**config.mk**
```make
export PLATFORM = sky130hd
export DESIGN_NAME = text_string_candidate_scanner_flat
export DESIGN_NICKNAME = d
export VERILOG_FILES = /design/src/scs_pkg.sv /design/src/scs_if.sv /design/src/scs_cfg.sv /design/src/scs_step.sv /design/src/text_string_candidate_scanner.sv /design/src/flat_wrapper.sv
export VERILOG_INCLUDE_DIRS = /design/src /design/src/src
export SDC_FILE = /design/constraint.sdc
export NUM_CORES = 1
export LEC_CHECK = 0
export BUFFER_PORTS_ARGS = -buffer_cell sky130_fd_sc_hd__buf_2
export CAP_MARGIN = 20
export CORE_ASPECT_RATIO = 1.4
export CORE_MARGIN = 2
export CORE_UTILIZATION = 45
export DETAILED_ROUTE_END_ITERATION = 6
export PLACE_DENSITY = 0.82
export SETUP_SLACK_MARGIN = 0.02
export SYNTH_ARGS = -nofsm -noshare
export SYNTH_HDL_FRONTEND = slang
export SYNTH_HIERARCHICAL = 1
export SYNTH_SLANG_ARGS = --single-unit
export TNS_END_PERCENT = 30
```
**constraint.sdc**
```tcl
create_clock -name i_clk -period 11.2 [get_ports i_clk]
set_input_delay 2.24 -clock i_clk [delete_from_list [all_inputs] [get_ports i_clk]]
set_output_delay 2.24 -clock i_clk [all_outputs]
set_load 0.05 [all_outputs]
```
**src/text_string_candidate_scanner_assert.svh**
```systemverilog
// ----------------------------------------------------------------------------
// text string candidate scanner assertion macros
// shared concurrent assertion forms, reset gated, reporting by $error
// ----------------------------------------------------------------------------
`ifndef TEXT_STRING_CANDIDATE_SCANNER_ASSERT_SVH
`define TEXT_STRING_CANDIDATE_SCANNER_ASSERT_SVH

// same-cycle implication
`define SCS_ASSERT_NOW(label, clk, rst_n, ante, cons, msg) \
    label: assert property (@(posedge clk) disable iff (!(rst_n)) (ante) |-> (cons)) \
        else $error(msg);

// next-cycle implication
`define SCS_ASSERT_NEXT(label, clk, rst_n, ante, cons, msg) \
    label: assert property (@(posedge clk) disable iff (!(rst_n)) (ante) |=> (cons)) \
        else $error(msg);

`endif

```
**src/scs_pkg.sv**
```systemverilog
// ----------------------------------------------------------------------------
// scs_pkg
// types, constants and byte classification shared by the scanner modules
// ----------------------------------------------------------------------------
`default_nettype none

package scs_pkg;

    localparam int unsigned LEN_W          = 10;
    localparam int unsigned ADDR_W         = 3;
    localparam int unsigned DATA_W         = 32;
    localparam int unsigned BUFFER_BYTES_D = 256;
    localparam logic        IDX_WIDE_MODE  = 1'b0;

    typedef enum logic [1:0] {
        PEND_NONE = 2'd0,
        PEND_LEAD = 2'd1,
        PEND_ZERO = 2'd2
    } t_pend;

    typedef struct packed {
        logic [LEN_W-1:0] len;
        t_pend            pend;
        logic [7:0]       lead;
        logic             verdict;
    } t_scan_state;

    typedef struct packed {
        logic             fire;
        logic             found;
        logic [LEN_W-1:0] length;
    } t_step_res;

    function automatic logic [LEN_W-1:0] len_cap(input int unsigned bytes);
        int unsigned cap;
        cap = (2 * bytes < 1023) ? 2 * bytes : 1023;
        return LEN_W'(cap);
    endfunction

    function automatic logic can_lead(input logic [7:0] b);
        return (b >= 8'ha1 && b <= 8'ha9) || (b >= 8'hb0 && b <= 8'hf7);
    endfunction

    function automatic logic pair_valid(input logic [7:0] lead, input logic [7:0] trail);
        logic t_hi;
        t_hi = trail >= 8'ha1 && trail <= 8'hfe;
        return ((lead >= 8'ha1 && lead <= 8'ha9) && t_hi)
            || ((lead >= 8'ha8 && lead <= 8'ha9) && trail >= 8'h40 && trail <= 8'ha0)
            || ((lead >= 8'hb0 && lead <= 8'hf7) && t_hi);
    endfunction

endpackage

`default_nettype wire

```
**src/scs_if.sv**
```systemverilog
// ----------------------------------------------------------------------------
// scs_if
// valid/ready channels for scanner input bytes and verdicts
// ----------------------------------------------------------------------------
`default_nettype none

interface scs_in_if;
    logic       valid;
    logic       ready;
    logic [7:0] data_byte;
    logic       buffer_end;

    modport source (output valid, output data_byte, output buffer_end, input ready);
    modport sink   (input valid, input data_byte, input buffer_end, output ready);
endinterface

interface scs_out_if;
    logic       valid;
    logic       ready;
    logic       string_found;
    logic [9:0] display_length;

    modport source (output valid, output string_found, output display_length, input ready);
    modport sink   (input valid, input string_found, input display_length, output ready);
endinterface

`default_nettype wire

```
**src/scs_cfg.sv**
```systemverilog
// ----------------------------------------------------------------------------
// scs_cfg
// apb-style configuration register holding the wide mode flag
// ----------------------------------------------------------------------------
`default_nettype none

module scs_cfg
    import scs_pkg::*;
(
    input  wire logic              i_clk,
    input  wire logic              i_rst_n,
    input  wire logic              i_psel,
    input  wire logic              i_penable,
    input  wire logic              i_pwrite,
    input  wire logic              i_reg_idx,
    input  wire logic [DATA_W-1:0] i_pwdata,
    output logic      [DATA_W-1:0] o_prdata,
    output logic                   o_wide_mode
);

    logic r_wide_mode;
    logic n_wide_mode;

    always_comb begin
        n_wide_mode = r_wide_mode;
        if (i_psel && i_penable && i_pwrite && i_reg_idx == IDX_WIDE_MODE) begin
            n_wide_mode = i_pwdata[0];
        end
    end

    always_ff @(posedge i_clk) begin
        if (!i_rst_n) begin
            r_wide_mode <= 1'b0;
        end else begin
            r_wide_mode <= n_wide_mode;
        end
    end

    assign o_prdata    = (i_reg_idx == IDX_WIDE_MODE) ? {{(DATA_W-1){1'b0}}, r_wide_mode}
                                                      : '0;
    assign o_wide_mode = r_wide_mode;

endmodule

`default_nettype wire

```
**src/scs_step.sv**
```systemverilog
// ----------------------------------------------------------------------------
// scs_step
// classifies one byte against the scan state and forms next state and verdict
// ----------------------------------------------------------------------------
`default_nettype none

module scs_step
    import scs_pkg::*;
#(
    parameter int unsigned BUFFER_BYTES = BUFFER_BYTES_D
) (
    input  wire logic        i_wide_mode,
    input  wire logic [7:0]  i_data_byte,
    input  wire logic        i_buffer_end,
    input  wire t_scan_state i_state,
    output t_scan_state      o_state,
    output t_step_res        o_res
);

    localparam logic [LEN_W-1:0] LenCap = len_cap(BUFFER_BYTES);

    typedef enum logic [1:0] {
        DEC_GO   = 2'd0,
        DEC_STOP = 2'd1,
        DEC_FAIL = 2'd2
    } t_decide;

    t_decide        decide;
    logic           examine;
    logic [1:0]     add_amt;
    logic [LEN_W:0] sum;
    t_scan_state    st;

    always_comb begin
        st      = i_state;
        decide  = DEC_GO;
        examine = 1'b1;
        add_amt = 2'd0;
        sum     = '0;
        o_res   = '0;

        if (!i_state.verdict) begin
            case (i_state.pend)
                PEND_LEAD: begin
                    examine = 1'b0;
                    st.pend = PEND_NONE;
                    st.lead = '0;
                    if (pair_valid(i_state.lead, i_data_byte)) begin
                        add_amt = 2'd2;
                    end else begin
                        decide = DEC_FAIL;
                    end
                end
                PEND_ZERO: begin
                    st.pend = PEND_NONE;
                    if (i_data_byte == 8'h00) begin
                        examine = 1'b0;
                        decide  = DEC_STOP;
                    end
                end
                default: ;
            endcase

            if (examine) begin
                if (i_wide_mode && i_buffer_end) begin
                    decide = DEC_STOP;
                end else if (i_data_byte == 8'h00) begin
                    if (i_wide_mode) begin
                        st.pend = PEND_ZERO;
                    end else begin
                        decide = DEC_STOP;
                    end
                end else if (i_data_byte == 8'h0d || i_data_byte == 8'h0a
                             || i_data_byte == 8'h09) begin
                    add_amt = 2'd2;
                end else if (i_data_byte >= 8'h20 && i_data_byte <= 8'h7f) begin
                    add_amt = 2'd1;
                end else if (can_lead(i_data_byte)) begin
                    if (i_buffer_end) begin
                        decide = DEC_FAIL;
                    end else begin
                        st.pend = PEND_LEAD;
                        st.lead = i_data_byte;
                    end
                end else begin
                    decide = DEC_FAIL;
                end
            end

            // saturating length update
            sum = {1'b0, i_state.len} + {{(LEN_W-1){1'b0}}, add_amt};
            if (sum > {1'b0, LenCap}) begin
                st.len = LenCap;
            end else begin
                st.len = sum[LEN_W-1:0];
            end

            if (decide == DEC_GO && i_buffer_end) begin
                decide = DEC_STOP;
            end

            if (decide != DEC_GO) begin
                o_res.fire   = 1'b1;
                o_res.found  = (decide == DEC_STOP) && (st.len != '0);
                o_res.length = st.len;
                st.verdict   = 1'b1;
            end
        end

        if (i_buffer_end) begin
            st = '0;
        end
        o_state = st;
    end

endmodule

`default_nettype wire

```
**src/text_string_candidate_scanner.sv**
```systemverilog
// ----------------------------------------------------------------------------
// text_string_candidate_scanner
// scans a buffer byte by byte for a leading printable or gb2312 string
// ----------------------------------------------------------------------------
//   channel   dir   handshake        payload
//   i_in      in    valid / ready    data_byte, buffer_end
//   o_out     out   valid / ready    string_found, display_length
//   apb       in    psel / penable   wide_mode at address 0
//
// one byte per cycle sustained unless a stalled verdict holds the input stage;
// bytes are classified from the input register into the result register
// synchronous active-low reset clears scan state, mode and both valid flags
// a stalled verdict holds the input stage only when that stage has a verdict
// of its own to deliver; bytes that give no verdict keep flowing
// ----------------------------------------------------------------------------
`default_nettype none

module text_string_candidate_scanner
    import scs_pkg::*;
#(
    parameter int unsigned BUFFER_BYTES = BUFFER_BYTES_D
) (
    input  wire logic              i_clk,
    input  wire logic              i_rst_n,
    scs_in_if.sink                 i_in,
    scs_out_if.source              o_out,
    input  wire logic              psel,
    input  wire logic              penable,
    input  wire logic              pwrite,
    input  wire logic [ADDR_W-1:0] paddr,
    input  wire logic [DATA_W-1:0] pwdata,
    output logic      [DATA_W-1:0] prdata,
    output logic                   pready
);

    `include "text_string_candidate_scanner_assert.svh"

    localparam logic [LEN_W-1:0] LenCap = len_cap(BUFFER_BYTES);

    logic        wide_mode;
    logic        r_in_valid;
    logic [7:0]  r_in_byte;
    logic        r_in_end;
    t_scan_state r_state;
    t_scan_state n_state;
    t_step_res   step_res;
    logic        r_out_valid;
    logic        r_out_found;
    logic [9:0]  r_out_len;
    logic        s1_go;

    scs_cfg u_cfg (
        .i_clk       (i_clk),
        .i_rst_n     (i_rst_n),
        .i_psel      (psel),
        .i_penable   (penable),
        .i_pwrite    (pwrite),
        .i_reg_idx   (paddr[2]),
        .i_pwdata    (pwdata),
        .o_prdata    (prdata),
        .o_wide_mode (wide_mode)
    );

    scs_step #(
        .BUFFER_BYTES (BUFFER_BYTES)
    ) u_step (
        .i_wide_mode  (wide_mode),
        .i_data_byte  (r_in_byte),
        .i_buffer_end (r_in_end),
        .i_state      (r_state),
        .o_state      (n_state),
        .o_res        (step_res)
    );

    assign pready = 1'b1;

    assign s1_go      = r_in_valid && (!step_res.fire || !r_out_valid || o_out.ready);
    assign i_in.ready = !r_in_valid || s1_go;

    // control registers
    always_ff @(posedge i_clk) begin
        if (!i_rst_n) begin
            r_in_valid  <= 1'b0;
            r_out_valid <= 1'b0;
            r_state     <= '0;
        end else begin
            if (i_in.ready) begin
                r_in_valid <= i_in.valid;
            end
            if (s1_go) begin
                r_state <= n_state;
            end
            if (s1_go && step_res.fire) begin
                r_out_valid <= 1'b1;
            end else if (o_out.ready) begin
                r_out_valid <= 1'b0;
            end
        end
    end

    // payload registers
    always_ff @(posedge i_clk) begin
        if (i_in.valid && i_in.ready) begin
            r_in_byte <= i_in.data_byte;
            r_in_end  <= i_in.buffer_end;
        end
        if (s1_go && step_res.fire) begin
            r_out_found <= step_res.found;
            r_out_len   <= step_res.length;
        end
    end

    assign o_out.valid          = r_out_valid;
    assign o_out.string_found   = r_out_found;
    assign o_out.display_length = r_out_len;

    `SCS_ASSERT_NOW(a_found_nonempty, i_clk, i_rst_n,
        r_out_valid && r_out_found, r_out_len != '0, "verdict found with zero length")
    `SCS_ASSERT_NOW(a_len_capped, i_clk, i_rst_n,
        1'b1, r_state.len <= LenCap, "length above cap")
    `SCS_ASSERT_NOW(a_verdict_no_pend, i_clk, i_rst_n,
        r_state.verdict, r_state.pend == PEND_NONE, "pending byte after verdict")
    `SCS_ASSERT_NEXT(a_end_clears, i_clk, i_rst_n,
        s1_go && r_in_end, r_state == '0, "scan state not cleared at buffer end")

endmodule

`default_nettype wire

```
**src/flat_wrapper.sv**
```systemverilog
// flat-port wrapper written by rule: the top's interface ports become plain ports
module text_string_candidate_scanner_flat import scs_pkg::*;
#(
    parameter int unsigned BUFFER_BYTES = BUFFER_BYTES_D
)
  (i_clk, i_rst_n, psel, penable, pwrite, paddr, pwdata, prdata, pready, i_in_valid, i_in_data_byte, i_in_buffer_end, i_in_ready, o_out_valid, o_out_string_found, o_out_display_length, o_out_ready);
  scs_in_if i_in_i ();
  scs_out_if o_out_i ();
  input  wire logic i_clk;
  input  wire logic i_rst_n;
  input  wire logic psel;
  input  wire logic penable;
  input  wire logic pwrite;
  input  wire logic [ADDR_W-1:0] paddr;
  input  wire logic [DATA_W-1:0] pwdata;
  output logic      [DATA_W-1:0] prdata;
  output logic pready;
  input wire logic [$bits(i_in_i.valid)-1:0] i_in_valid;
  input wire logic [$bits(i_in_i.data_byte)-1:0] i_in_data_byte;
  input wire logic [$bits(i_in_i.buffer_end)-1:0] i_in_buffer_end;
  output wire logic [$bits(i_in_i.ready)-1:0] i_in_ready;
  output wire logic [$bits(o_out_i.valid)-1:0] o_out_valid;
  output wire logic [$bits(o_out_i.string_found)-1:0] o_out_string_found;
  output wire logic [$bits(o_out_i.display_length)-1:0] o_out_display_length;
  input wire logic [$bits(o_out_i.ready)-1:0] o_out_ready;
  assign i_in_i.valid = i_in_valid;
  assign i_in_i.data_byte = i_in_data_byte;
  assign i_in_i.buffer_end = i_in_buffer_end;
  assign i_in_ready = i_in_i.ready;
  assign o_out_valid = o_out_i.valid;
  assign o_out_string_found = o_out_i.string_found;
  assign o_out_display_length = o_out_i.display_length;
  assign o_out_i.ready = o_out_ready;
  text_string_candidate_scanner #(.BUFFER_BYTES(BUFFER_BYTES)) u_core (.i_clk(i_clk), .i_rst_n(i_rst_n), .i_in(i_in_i), .o_out(o_out_i), .psel(psel), .penable(penable), .pwrite(pwrite), .paddr(paddr), .pwdata(pwdata), .prdata(prdata), .pready(pready));
endmodule
```
# ---- Word-level counts from Yosys, hierarchy flattened
# Cells that the tools add are included.
dict set report op_classes {
  n_eq_ne 7
  magnitude_cmp 15
  n_reduce_logical 39
  n_mux 45
  bitwise_logic 2
  add_sub_neg 1
}
# cell n
set op_table {}
lappend op_table {{10-bit 2-to-1 mux} 7}
lappend op_table {{8-bit less-or-equal comparator, second input constant} 6}
lappend op_table {{2-bit 2-to-1 mux} 23}
lappend op_table {{21-bit 2-to-1 mux} 2}
lappend op_table {{8-bit greater-or-equal comparator, second input constant} 5}
lappend op_table {{8-bit by 4-bit == test with 1-bit output, second input constant} 3}
lappend op_table {{12-bit 2-to-1 mux} 2}
lappend op_table {{1-bit logical AND} 20}
lappend op_table {{8-bit 2-to-1 mux} 2}
lappend op_table {{10-bit by 2-bit adder with 11-bit output} 1}
lappend op_table {{11-bit by 10-bit greater-than comparator with 1-bit output, second input constant} 1}
lappend op_table {{10-bit nonzero test} 1}
lappend op_table {{8-bit by 6-bit greater-or-equal comparator with 1-bit output, second input constant} 1}
lappend op_table {{8-bit by 7-bit greater-or-equal comparator with 1-bit output, second input constant} 1}
lappend op_table {{8-bit by 7-bit less-or-equal comparator with 1-bit output, second input constant} 1}
lappend op_table {{8-bit zero test} 1}
lappend op_table {{1-bit logical OR} 8}
lappend op_table {{1-bit 2-to-1 mux} 7}
lappend op_table {{2-bit by 1-bit == test with 1-bit output, second input constant} 2}
lappend op_table {{2-bit case mux with 2 select lines} 1}
lappend op_table {{2-bit nonzero test} 2}
lappend op_table {{2-bit OR reduction} 2}
lappend op_table {{1-bit zero test} 3}
lappend op_table {{2-bit == test, second input constant} 1}
lappend op_table {{5 further kinds} 6}
dict set report totals {
  word_cells 120
  in_bits 51
  reg_bits 44
}

# ---- Depth between registers and ports, before layout
dict set report logic_depth {
  word_depth 30
  mapped_depth 17
}

# ---- Hierarchy
# The synthesis kept the hierarchy.
# module instances cells_per_inst area_each_um2 seq_area_each_um2
set by_module_without_submodules {}
lappend by_module_without_submodules {text_string_candidate_scanner 1 124 1569.0 1061.0}
lappend by_module_without_submodules {scs_step 1 200 1370.1 0.0}
lappend by_module_without_submodules {scs_cfg 1 38 304.0 20.0}

# ---- Worst setup path after synthesis
# Ideal clock, no wire load.
dict set report synth_timing {
  path_type {input port to output port}
  from {input paddr[2]}
  to {output prdata[0]}
  t_required_ns 8.960
  path_slack_ns 6.031
  path_stages 1
  t_arrival_ns 2.929
  n_path_buf 0
  path_cell_list {nor2b_1}
}
dict set report synth_between {
  elab_chain_len 1
}
# element line_no
set synth_rtl {}
lappend synth_rtl {{start, declared} flat_wrapper.sv:14} ;# input wire logic [ADDR_W-1:0] paddr;
lappend synth_rtl {{1-bit 2-to-1 mux} scs_cfg.sv:39} ;# assign o_prdata = (i_reg_idx == IDX_WIDE_MODE) ? {{(DATA_W-1){1'b0}}, r_wide_mode}
lappend synth_rtl {{end, declared} flat_wrapper.sv:16} ;# output logic [DATA_W-1:0] prdata;
# No other way between the ends.

==> flow_summary.json <==
{
  "status": "complete, no violations",
  "wl_per_cell_um": 12.9,
  "drc": 0,
  "worstPathArrival_ns": 3.23,
  "critPathBufInv": 2,
  "layout.nets": 435,
  "place_hpwl_um": 4430,
  "synth_area_per_cell_um2": 8.96,
  "netlist.area_leader.share_pct": 18.5,
  "wl_um": 6090,
  "vias": 2500,
  "overflow": 0,
  "diodes": 0,
  "ant_nets": 0,
  "rows": 36,
  "cts_hold_buf": 0,
  "cts_tree": "yes",
  "synthTopCellsByArea": "edfxtp_1, dfxtp_1, buf_4",
  "cts_root_buffer": "clkbuf_8",
  "drt-vias-per-instance": 5.29,
  "tns_ns": 0,
  "setup_violations": 0,
  "die_y_um": 104,
  "drv_slew": 0,
  "numCtsBuffers": 5,
  "finalCriticalPeriod_ns": 5.47,
  "ys_warn_count": 6,
  "h-tree-depth": 2,
  "die_x_um": 75.8,
  "r2r_end": "u_core/r_state[11]",
  "cp_max_fo": 11,
  "hold_end": "u_core/r_state[3]",
  "port-buffer-count": 31,
  "ys_seq_area_share_pct": 33.3,
  "postCtsSetupBuffers": 0,
  "cp.required_ns": 8.96,
  "hold_violations": 0,
  "worst-slew-pin-transition_ns": 0.994,
  "hp-start": "u_core/r_state[3]",
  "antenna_found_initial": 0,
  "irDropWorstVdd_mv": 0.0872,
  "leakage_nw": 1.29,
  "slowest_delay_ns": 0.55,
  "r2r_start": "u_core/r_in_end",
  "start_kind": "flip-flop",
  "max_freq_ghz": 0.183,
  "slew_headroom_pct": 33.6,
  "drt-initial-drc-count": 155,
  "clk_latency_ns": 0.30,
  "fin_skew_ns": 0.0126,
  "dpl_cell_area_um2": 3270,
  "crit_family": "simple AND/OR/NAND/NOR gates",
  "fp.coreArea_um2": 6980,
  "syn_area_um2": 3240,
  "hold_path.class": "reg -> reg",
  "synth_edf_count": 20,
  "cts.sink_count": 44,
  "fin_crit_sh_pct": 48.9,
  "grt_use_total_pct": 16.3,
  "stdcell_area_um2": 3360,
  "dr.pass1.iters": 4,
  "holdPathStages": 2,
  "grt_pass1_wl_um": 10400,
  "io_pins": 97,
  "setup.worst_path.end_class": "primary output",
  "syn_inst": 362,
  "first_global_vias": 2390,
  "synth_seq_cells": 44,
  "drive_gt1_share_pct": 17.7,
  "path_cells": "or2_2 > nor4b_1 > or2_1 > a211o_1 > a31o_1 > inv_1 > and2_1 > nand2_1 > buf_2",
  "reg2reg_depth": 13,
  "synth_flop_cell": "dfxtp_1",
  "r2r_setup_slack_ns": 6.61,
  "synthArstFlopShare_pct": 0,
  "crit_type": "reg -> out",
  "start_util_pct": 46.5,
  "synth_cell_types": 71,
  "cts_resized": 0,
  "globalplace.congestion": 0.887,
  "clk_path_buf_depth": 2,
  "drv.max_cap_violation_count": 0,
  "synth_top_area_cell": "edfxtp_1",
  "syn2layout_area_growth_pct": 3.47,
  "grt_start_max_net_pins": 47,
  "dieArea_um2": 7910,
  "clkSlewWorstSetupHoldPaths_ns": 0.08,
  "rsz0062_at_grt": "no",
  "p_per_area_nw_per_um2": 104,
  "worst_path_max_delay_cell": "a31o_1"
}
routing by layer:
layer,routed length [um],part of all wire [%],vias to the layer above,global-route usage [%]
met2,3240,53,83,29.3
met3,298,4.9,9,3.10
met4,83,1.4,0,5.89
met5,0,0,-,0
met1,2460,40,1174,18.0
li1,-,-,1234,-
stage by stage:
step / setup slack (ns) / util, % / total power, mW / hold slack (ns) / std cells
2_1_floorplan: 6.03 / - / 0.249 / 0.431 / 392
3_3_place_gp: 6.15 / 46.8 / 0.248 / 0.462 / 465
3_5_place_dp: 6.06 / 46.8 / 0.249 / 0.476 / 465
4_1_cts: 5.73 / 48.1 / 0.351 / 0.487 / 473
5_1_grt: 5.53 / 48.1 / 0.362 / 0.510 / 473
6_report: 5.73 / 48.1 / 0.349 / 0.483 / 473
cell usage after synthesis, types with 2 or more instances:
cell and n:
mux2_2 2, nor2b_1 4, o21a_1 2, buf_4 33, nor3_1 4, inv_1 11, and2_1 4, a22oi_1 8
conb_1 2, clkbuf_1 7, nor4_4 2, nor3b_1 2, edfxtp_1 20, nand2_1 62, mux2i_1 23, a21oi_1 8
nor4_1 4, nand3_1 5, ha_1 6, a32oi_1 2, nor4b_1 2, nand4_1 5, nor3_2 8, a211o_1 2
o41ai_2 2, buf_2 9, a211oi_1 2, a21o_1 4, nor2_1 34, a31oi_1 2, dfxtp_1 24, o21ai_0 8
xnor2_1 8, buf_8 2, xor2_1 3
report_power, final:
| part | switching, mW | leakage, nW | total, mW | internal (mW) |
|---|---|---|---|---|
| registers | 0.00766 | 0.394 | 0.180 | 0.173 |
| clock network | 0.0524 | 0.0455 | 0.103 | 0.0503 |
| logic | 0.0503 | 0.848 | 0.0656 | 0.0152 |
tightest hold or removal path: cells and delay by family (launching register included):
kind / cells / cell delay, ns
muxes: 1 / 0.05
and+or+nand+nor: 1 / 0.06
DFF: 1 / 0.33
sequential cells by signal (all words and copies together) (netlist names):
name                         flops
u_core/o_out.display_length     10
u_core/o_out.string_found        1
u_core/o_out.valid               1
u_core/r_in_byte                 8
u_core/r_in_end                  1
u_core/r_in_valid                1
u_core/r_state                  21
u_core/u_cfg/o_wide_mode         1
cell type report:
class / instances / area, um^2
Tap cell: 95 / 119
Fill cell: 663 / 3630
Timing Repair Buffer: 31 / 155
Multi-Input combinational cell: 284 / 1870
Sequential cell: 44 / 1080
Clock buffer: 8 / 90.1
Inverter: 11 / 41.3
how the worst max path moves through the flow:
stage | start | endpoint | slack, ns | cells after the start
after floorplan | paddr[2] | prdata[0] | 6.03 | 1
after global placement | o_out_ready | i_in_ready | 6.15 | 4
after detailed placement | u_core/r_in_byte[2] | i_in_ready | 6.06 | 9
after CTS | u_core/r_in_byte[2] | i_in_ready | 5.73 | 9
after global routing | u_core/r_in_byte[6] | i_in_ready | 5.53 | 9
final | u_core/r_in_byte[6] | i_in_ready | 5.73 | 9
layout by cell type, fill, tap and decap left out, types with 3 or more instances in the layout:
cell type	instances
xor2_1	3
nand3_1	5
xnor2_1	8
nor3_1	4
ha_1	6
clkbuf_8	6
inv_1	11
nand2_1	62
buf_2	31
conb_1	32
nor3_2	8
mux2i_1	23
nor2_1	34
a22oi_1	8
dfxtp_1	24
a21o_1	4
nor4_1	4
nor2b_1	4
edfxtp_1	20
nand4_1	5
and2_1	4
o21ai_0	8
a21oi_1	8
kinds of logic (layout without fill, tap and decap cells):
kind of cell    Yosys count  count (layout)  share of synthesized area, %
flops                    44              44                          33.3
xor+xnor                 11              11                          2.97
other cells               2              32                         0.232
mux                      25              25                          7.79
compound gates           57              57                          14.5
simple gates            152             152                          25.7
fa+ha+maj                 7               7                          2.93
buf+inv                  64              50                          12.5
No activity file was read; power rests on OpenSTA's default activity.
